File: src/hdl/assert_macros.svh
// Assertion macros used by the RTL core of the deque block.
`ifndef ASSERT_MACROS_SVH
`define ASSERT_MACROS_SVH

// Concurrent assertion on the rising edge of clk, switched off while rst is high.
`define BDQ_ASSERT(label, prop, msg) \
  label: assert property (@(posedge clk) disable iff (rst) prop) else $error(msg);

// Same check, also active during reset.
`define BDQ_ASSERT_ALWAYS(label, prop, msg) \
  label: assert property (@(posedge clk) prop) else $error(msg);

`endif

File: src/hdl/bdq_pkg.sv
// Package with the operation codes, status codes and default sizes of the deque block.
`default_nettype none

package bdq_pkg;

  localparam int DEFAULT_CAPACITY = 64;
  localparam int WORD_W = 32;

  localparam logic [2:0] OP_PUSH_TOP    = 3'd0;
  localparam logic [2:0] OP_PUSH_BOTTOM = 3'd1;
  localparam logic [2:0] OP_POP_TOP     = 3'd2;
  localparam logic [2:0] OP_POP_BOTTOM  = 3'd3;
  localparam logic [2:0] OP_REVERSE     = 3'd4;
  localparam logic [2:0] OP_SPLIT       = 3'd5;

  localparam logic [1:0] ST_OK    = 2'd0;
  localparam logic [1:0] ST_EMPTY = 2'd1;
  localparam logic [1:0] ST_FULL  = 2'd2;

endpackage

`default_nettype wire

File: src/hdl/bounded_deque_with_split_core.sv
// Top level of the bounded deque with reverse and split, held in a ring store.
// Push, reverse, unused codes and a pop on an empty deque answer in the cycle after the transfer.
// A pop of a stored word answers from the S_POP state, after the registered read of the store.
// Split runs two compare passes and one copy pass, one element per cycle; a new transfer
// waits for the last result.
// Synchronous reset empties the queue at once; the stores are not cleared.
`default_nettype none

`include "assert_macros.svh"

module bounded_deque_with_split_core
  import bdq_pkg::*;
#(
  parameter int CAPACITY = DEFAULT_CAPACITY
) (
  input  wire logic                               clk,
  input  wire logic                               rst,
  input  wire logic                               in_valid,
  output logic                                    in_stall,
  input  wire logic [2:0]                         op,
  input  wire logic signed [WORD_W-1:0]           value,
  input  wire logic signed [WORD_W-1:0]           threshold,
  output logic                                    out_valid,
  input  wire logic                               out_stall,
  output logic signed [WORD_W-1:0]                popped_value,
  output logic [1:0]                              status,
  output logic [$clog2(CAPACITY+1)-1:0]           element_count
);

  localparam int IW = $clog2(CAPACITY);
  localparam int CW = $clog2(CAPACITY + 1);
  localparam logic [IW:0] CAP_W = (IW+1)'(CAPACITY);
  localparam logic [CW-1:0] CAP_C = CW'(CAPACITY);
  localparam logic [IW-1:0] CAP_M1 = IW'(CAPACITY - 1);

  typedef enum logic [4:0] {
    S_IDLE    = 5'b00001,
    S_POP     = 5'b00010,
    S_PASS_HI = 5'b00100,
    S_PASS_LO = 5'b01000,
    S_COPY    = 5'b10000
  } state_t;

  state_t state;

  logic signed [WORD_W-1:0] store [CAPACITY];
  logic signed [WORD_W-1:0] scratch [CAPACITY];
  logic signed [WORD_W-1:0] store_rd;
  logic signed [WORD_W-1:0] scratch_rd;
  logic signed [WORD_W-1:0] thr;

  logic [IW-1:0] front;
  logic [CW-1:0] count;
  logic          rev;
  logic [CW-1:0] idx;
  logic [CW-1:0] fill;
  logic [IW-1:0] idx_d;
  logic          pv;

  logic          accept;
  logic          is_push;
  logic          is_pop;
  logic          push_front;
  logic          pop_front;
  logic          full;
  logic          empty;
  logic [IW-1:0] front_dec;
  logic [IW-1:0] front_inc;
  logic [IW-1:0] slot_back_push;
  logic [IW-1:0] slot_back_pop;
  logic [CW-1:0] pos_off;
  logic [IW-1:0] rd_addr;
  logic          store_we;
  logic [IW-1:0] store_wa;
  logic signed [WORD_W-1:0] store_wd;
  logic          scratch_we;
  logic          issue;
  logic          lt;
  logic          pass_state;

  function automatic logic [IW-1:0] wrap_add(input logic [IW-1:0] a, input logic [IW-1:0] b);
    logic [IW:0] sum;
    sum = {1'b0, a} + {1'b0, b};
    if (sum >= CAP_W) begin
      sum = sum - CAP_W;
    end
    return sum[IW-1:0];
  endfunction

  assign in_stall = (state != S_IDLE) || out_valid;
  assign accept = in_valid && !in_stall;

  assign is_push = (op == OP_PUSH_TOP) || (op == OP_PUSH_BOTTOM);
  assign is_pop = (op == OP_POP_TOP) || (op == OP_POP_BOTTOM);
  assign push_front = (op == OP_PUSH_TOP) != rev;
  assign pop_front = (op == OP_POP_TOP) != rev;
  assign full = (count >= CAP_C);
  assign empty = (count == '0);

  assign front_dec = wrap_add(front, CAP_M1);
  assign front_inc = wrap_add(front, IW'(1));
  assign slot_back_push = wrap_add(front, count[IW-1:0]);
  assign slot_back_pop = wrap_add(front, IW'(count - CW'(1)));

  assign pass_state = (state == S_PASS_HI) || (state == S_PASS_LO);
  assign pos_off = rev ? (count - CW'(1) - idx) : idx;
  assign issue = (idx < count);
  assign lt = store_rd < thr;

  always_comb begin
    if (pass_state) begin
      rd_addr = wrap_add(front, pos_off[IW-1:0]);
    end else if (pop_front) begin
      rd_addr = front;
    end else begin
      rd_addr = slot_back_pop;
    end
  end

  always_comb begin
    store_we = 1'b0;
    store_wa = idx_d;
    store_wd = scratch_rd;
    if (state == S_COPY) begin
      store_we = pv;
    end else if (state == S_IDLE && accept && is_push && !full) begin
      store_we = 1'b1;
      store_wa = push_front ? front_dec : slot_back_push;
      store_wd = value;
    end
  end

  assign scratch_we = pv && (((state == S_PASS_HI) && !lt) || ((state == S_PASS_LO) && lt));

  always_ff @(posedge clk) begin
    if (store_we) begin
      store[store_wa] <= store_wd;
    end
    store_rd <= store[rd_addr];
  end

  always_ff @(posedge clk) begin
    if (scratch_we) begin
      scratch[fill[IW-1:0]] <= store_rd;
    end
    scratch_rd <= scratch[idx[IW-1:0]];
  end

  always_ff @(posedge clk) begin
    if (rst) begin
      state <= S_IDLE;
      front <= '0;
      count <= '0;
      rev <= 1'b0;
      out_valid <= 1'b0;
      idx <= '0;
      fill <= '0;
      pv <= 1'b0;
    end else begin
      if (out_valid && !out_stall) begin
        out_valid <= 1'b0;
      end
      case (state)
        S_IDLE: begin
          if (accept) begin
            popped_value <= '0;
            thr <= threshold;
            idx <= '0;
            fill <= '0;
            pv <= 1'b0;
            if (is_push) begin
              out_valid <= 1'b1;
              if (full) begin
                status <= ST_FULL;
                element_count <= count;
              end else begin
                status <= ST_OK;
                count <= count + CW'(1);
                element_count <= count + CW'(1);
                if (push_front) begin
                  front <= front_dec;
                end
              end
            end else if (is_pop) begin
              if (empty) begin
                out_valid <= 1'b1;
                status <= ST_EMPTY;
                element_count <= count;
              end else begin
                state <= S_POP;
                count <= count - CW'(1);
                if (pop_front) begin
                  front <= front_inc;
                end
              end
            end else if (op == OP_REVERSE) begin
              out_valid <= 1'b1;
              status <= ST_OK;
              element_count <= count;
              rev <= !rev;
            end else if (op == OP_SPLIT) begin
              state <= S_PASS_HI;
            end else begin
              out_valid <= 1'b1;
              status <= ST_OK;
              element_count <= count;
            end
          end
        end
        S_POP: begin
          out_valid <= 1'b1;
          popped_value <= store_rd;
          status <= ST_OK;
          element_count <= count;
          state <= S_IDLE;
        end
        S_PASS_HI, S_PASS_LO, S_COPY: begin
          pv <= issue;
          idx_d <= idx[IW-1:0];
          if (issue) begin
            idx <= idx + CW'(1);
          end
          if (scratch_we) begin
            fill <= fill + CW'(1);
          end
          if (!issue && !pv) begin
            idx <= '0;
            if (state == S_PASS_HI) begin
              state <= S_PASS_LO;
            end else if (state == S_PASS_LO) begin
              state <= S_COPY;
            end else begin
              state <= S_IDLE;
              front <= '0;
              rev <= 1'b0;
              out_valid <= 1'b1;
              popped_value <= '0;
              status <= ST_OK;
              element_count <= count;
            end
          end
        end
        default: begin
          state <= S_IDLE;
        end
      endcase
    end
  end

  `BDQ_ASSERT(a_count_bound, count <= CAP_C, "element count exceeds capacity")
  `BDQ_ASSERT(a_full_status, accept && full && ((op == OP_PUSH_TOP) || (op == OP_PUSH_BOTTOM)) |=> out_valid && (status == ST_FULL), "push on full queue did not report full")
  `BDQ_ASSERT(a_empty_zero, out_valid && (status == ST_EMPTY) |-> (popped_value == '0), "empty pop returned a nonzero word")
  `BDQ_ASSERT(a_fill_bound, (state == S_COPY) |-> (fill == count), "split passes lost or duplicated an element")

endmodule

`default_nettype wire

File: config.mk
export PLATFORM = sky130hd
export DESIGN_NAME = bounded_deque_with_split_core
export DESIGN_NICKNAME = d
export VERILOG_FILES = /design/src/hdl/bdq_pkg.sv /design/src/hdl/bounded_deque_with_split_core.sv
export VERILOG_INCLUDE_DIRS = /design/src /design/src/hdl
export SDC_FILE = /design/constraint.sdc
export NUM_CORES = 2
export LEC_CHECK = 0
export BUFFER_PORTS_ARGS = -buffer_cell sky130_fd_sc_hd__buf_4
export CAP_MARGIN = 20
export CORE_MARGIN = 3
export CORE_UTILIZATION = 51
export CTS_CLUSTER_SIZE = 16
export DETAILED_ROUTE_END_ITERATION = 8
export PLACE_DENSITY_LB_ADDON = 0.15
export SETUP_SLACK_MARGIN = 0.1
export SYNTH_ARGS = -nofsm -noshare
export SYNTH_HDL_FRONTEND = slang
export SYNTH_SLANG_ARGS = --single-unit
File: constraint.sdc
create_clock -name clk -period 9.2 [get_ports clk]
set_input_delay 0.92 -clock clk [delete_from_list [all_inputs] [get_ports clk]]
set_output_delay 0.92 -clock clk [all_outputs]
set_load 0.01 [all_outputs]
==> reports/qor.yml <==
timing:
  fmax_mhz: 148.5
  fin_crit_ns: 6.732
  hold_viol: 0
  worst_slew_pin_slew_ns: 1.244
  setup_viol: 0
  clock_skew_ns: 0.06722
  grt_setup_unrepaired: "false"
  tns_ns: 0
  drv_slew: 0
  slew_headroom: 0.1705
  min_period_over_period: 0.7318
clocking:
  cts_tree: "built"
  cts_root_buffer: "clkbuf_16"
  postCtsSetupRepairBufs: 0
  clkLatencyLatePin_ns: 0.99
  clk_pin_slew_ns: 0.06
  htree_levels: 5
  holdBufCountCts: 0
  cts_sinks: 4273
  cts_resized: 0
  numCtsBuffers: 429
  clk_path_buf_depth: 4
setup_path:
  start_kind: "flop"
  reg2reg_depth: 16
  path_cells: "ha_1, inv_1, fa_1, nand2_1, o21ai_0, fa_1, xor2_1, nor2_1, a21o_4, buf_4, nor2_4, buf_4, buf_4, a221oi_1, a22oi_1, o311ai_1"
  crit_end: "store_rd[26]$_DFF_P_"
  cp.required_ns: 10.06
  critPathMostFrequentCell: "buf_4"
  r2r-start: "idx[0]$_SDFFE_PP0P_"
  worstSetupPathType: "flop to flop"
  crit_path_start: "idx[0]$_SDFFE_PP0P_"
  worst-path-stages: 16
  max_stage_delay_ns: 0.95
  crit_path_end_kind: "flop"
  crit_buf_inv: 4
  cp.arrival_ns: 7.59
  timing.rr.end: "store_rd[26]$_DFF_P_"
  slowest_stage: "dfxtp_4"
  crit_family: "compound AO/OA/AOI/OAI gates"
  path_max_fanout: 51
  r2r_slack_ns: 2.47
routing:
  via_count: 90635
  drtAntennaViolNets: 0
  dr.first_iter.drc_count: 13749
  drt_first_pass_iters: 6
  drt-wirelength-per-cell_um: 32.49
  wl_mm: 465.6
  drc: 0
  via_per_inst: 6.324
floorplanning:
  chipWidth_um: 578.5
  fp.dieH_um: 578.5
  floorplan.initialDensity: 0.5139
  rows: 209
  coreArea_mm2: 0.3253
  die-area_mm2: 0.3347
  ios: 114
layout:
  multi_input_comb_area_mm2: 0.03792
  areaGrowthSynthToFinish_pct: 12.96
  regArea_mm2: 0.1274
  fill_cells: 24059
  drive_gt1_frac: 0.1965
  nNetsFinal: 9772
  stdcell_count: 14332
yosys:
  synthFlopType: "edfxtp_1"
  netlist_area_mm2: 0.1672
  synthCells: 9320
  yosysSeqAreaShare: 0.7617
  synth_top_cell_area_share: 0.7499
  netlist_top_cells_area: "edfxtp_1 75%, mux4_2 9.1%, nand2_1 3.3%"
  synth_seq_cells: 4273
  ys_warn_count: 0
  async_flop_share: 0
  synth_nets: 9460
  syn_avg_cell_area_um2: 17.94
  synth_top_cell_by_area: "edfxtp_1"
  synthDistinctLibCells: 74
  synth_edf_count: 4175
placed_design:
  dpl.hpwl_mm: 271.1
  place.gp.congestion: 0.8761
  placed_cells: 13517
  portBuffers: 113
grt:
  overflow: 0
  grtUsageMet3: 0.05818
  grt.busiest_layer: "met2"
  grtUsageMet2: 0.4186
  grtUsageTotal: 0.2763
  antenna_found_initial: 49
  grt_pass1_wl_mm: 658.5
  grt_max_degree: 150
  grt_pass1_vias: 88271
  grt.met1_usage: 0.4088
power_and_ir_drop:
  leakage_nw: 60.70
  ir_drop_v: 0.0005571
  p_per_area_mw_per_mm2: 349.3
run:
  max_cap_viol_count: 0
status:
  status: "completed"
worst_hold_path:
  min_path_type: "input port to flop"
==> cell usage in the layout, fill, tap and decap left out, types with 39 or more instances in the layout <==
cell type / netlist / routed
nor2_4: 2 / 67
nand2_1: 1469 / 1467
clkbuf_16: 0 / 432
ha_1: 65 / 65
edfxtp_1: 4175 / 4175
and3_1: 138 / 138
mux4_2: 672 / 672
a31oi_1: 259 / 259
clkinv_1: 1 / 77
a211oi_1: 134 / 134
a21oi_1: 298 / 297
and2_1: 160 / 160
buf_4: 36 / 405
nor3_2: 1 / 65
bufinv_16: 0 / 46
or3_1: 39 / 39
nor2_1: 114 / 48
a221oi_1: 64 / 64
o22ai_1: 195 / 195
inv_1: 61 / 61
clkinv_2: 0 / 76
mux2i_1: 396 / 394
clkbuf_1: 291 / 107
dfxtp_1: 98 / 61
==> cell families (layout without fill, tap and decap cells) <==
logic type               count (synthesis)  count (layout)  synth area share
flip-flops                            4273            4273            0.7617
XOR/XNOR                                40              40          0.002185
other                                    0              13                 0
AO/OA/AOI/OAI                         1119            1119           0.04294
adder cells (fa/ha/maj)                 69              69          0.005344
AND/OR/NAND/NOR                       2088            2088           0.05408
buffers and inverters                  626            1300           0.01703
multiplexers                          1105            1105            0.1167
==> worst min path at each step <==
stage / cells past startpoint / end / start
floorplan: 0 / idx_d[2]$_DFFE_PP_ / idx[2]$_SDFFE_PP0P_
CTS: 1 / thr[2]$_DFFE_PP_ / threshold[2]
detailed placement: 0 / scratch[8][24]$_DFFE_PP_ / store_rd[24]$_DFF_P_
global route: 1 / thr[3]$_DFFE_PP_ / threshold[3]
finish: 1 / thr[2]$_DFFE_PP_ / threshold[2]
global placement: 0 / scratch[8][24]$_DFFE_PP_ / store_rd[24]$_DFF_P_
==> layout make-up <==
cell class / count / area share
sequential: 4273 / 0.6746
clock buffer: 557 / 0.06069
timing repair buffer: 444 / 0.02051
antenna: 13 / 0.0001723
tap: 4325 / 0.02866
multi-input combinational: 4421 / 0.2008
clock inverter: 236 / 0.01327
inverter: 63 / 0.001292
==> flip-flops by register name (all words and copies together), names as in the netlist <==
signal and flops:
scratch_rd 32, thr 32, front 6, rev 1, idx 7, count 7
out_valid 1, idx_d 6, pv 1, state 5, status 2, popped_value 32
scratch 2048, store 2048, element_count 7, fill 6, store_rd 32
==> metrics by stage <==
step,worst slack (ns),instance area (µm²),power [mW],util,hold slack [ns]
after global placement,2.442,174400,48.13,0.5361,0.4533
after floorplan,3.492,167200,38.08,-,0.4323
final,2.468,188800,65.96,0.5805,0.1204
after detailed placement,2.588,174600,48.52,0.5368,0.4455
after CTS,2.555,188600,65.79,0.5797,0.05930
after global routing,2.357,188800,68.20,0.5804,0.08990
==> power breakdown <==
group | switching [mW] | leakage [nW] | internal, mW
registers | 0.526 | 38.4 | 23.2
clock network | 7.34 | 6.82 | 10.1
logic | 18.0 | 15.5 | 6.85
total | 25.9 | 60.7 | 40.1
==> Yosys cell counts, types with 3 or more instances <==
master       n
a31oi_1    259
o21a_1       3
nand2_1   1469
clkbuf_1   291
and2_0       9
and3_1     138
a211o_1      6
mux2i_1    396
o311ai_1    33
buf_4       36
or3_1       39
o22ai_1    195
a21o_1      18
nand3_1     24
nand2b_1    14
nor4_1       5
o21bai_1     3
fa_1         4
or2_2        4
xnor2_1     29
nand3b_1     5
a31o_2       6
nor3_1      75
buf_1       66
a21oi_1    298
o31ai_1      4
mux2_2      37
nand4_1     11
o32ai_1      4
buf_6       24
a22oi_1     35
buf_2      146
nor2_1     114
o21ai_0     31
mux4_2     672
ha_1        65
dfxtp_1     98
a211oi_1   134
a221oi_1    64
o21ai_1      6
inv_1       61
edfxtp_1  4175
and2_1     160
nor2b_1      7
xor2_1       9
==> layer usage <==
metal,part of all wire,wire (µm)
met1,0.40,186100
met2,0.46,213400
met3,0.11,51610
met4,0.031,14490
met5,0.000097,45
(Power assumes the default switching activity.)
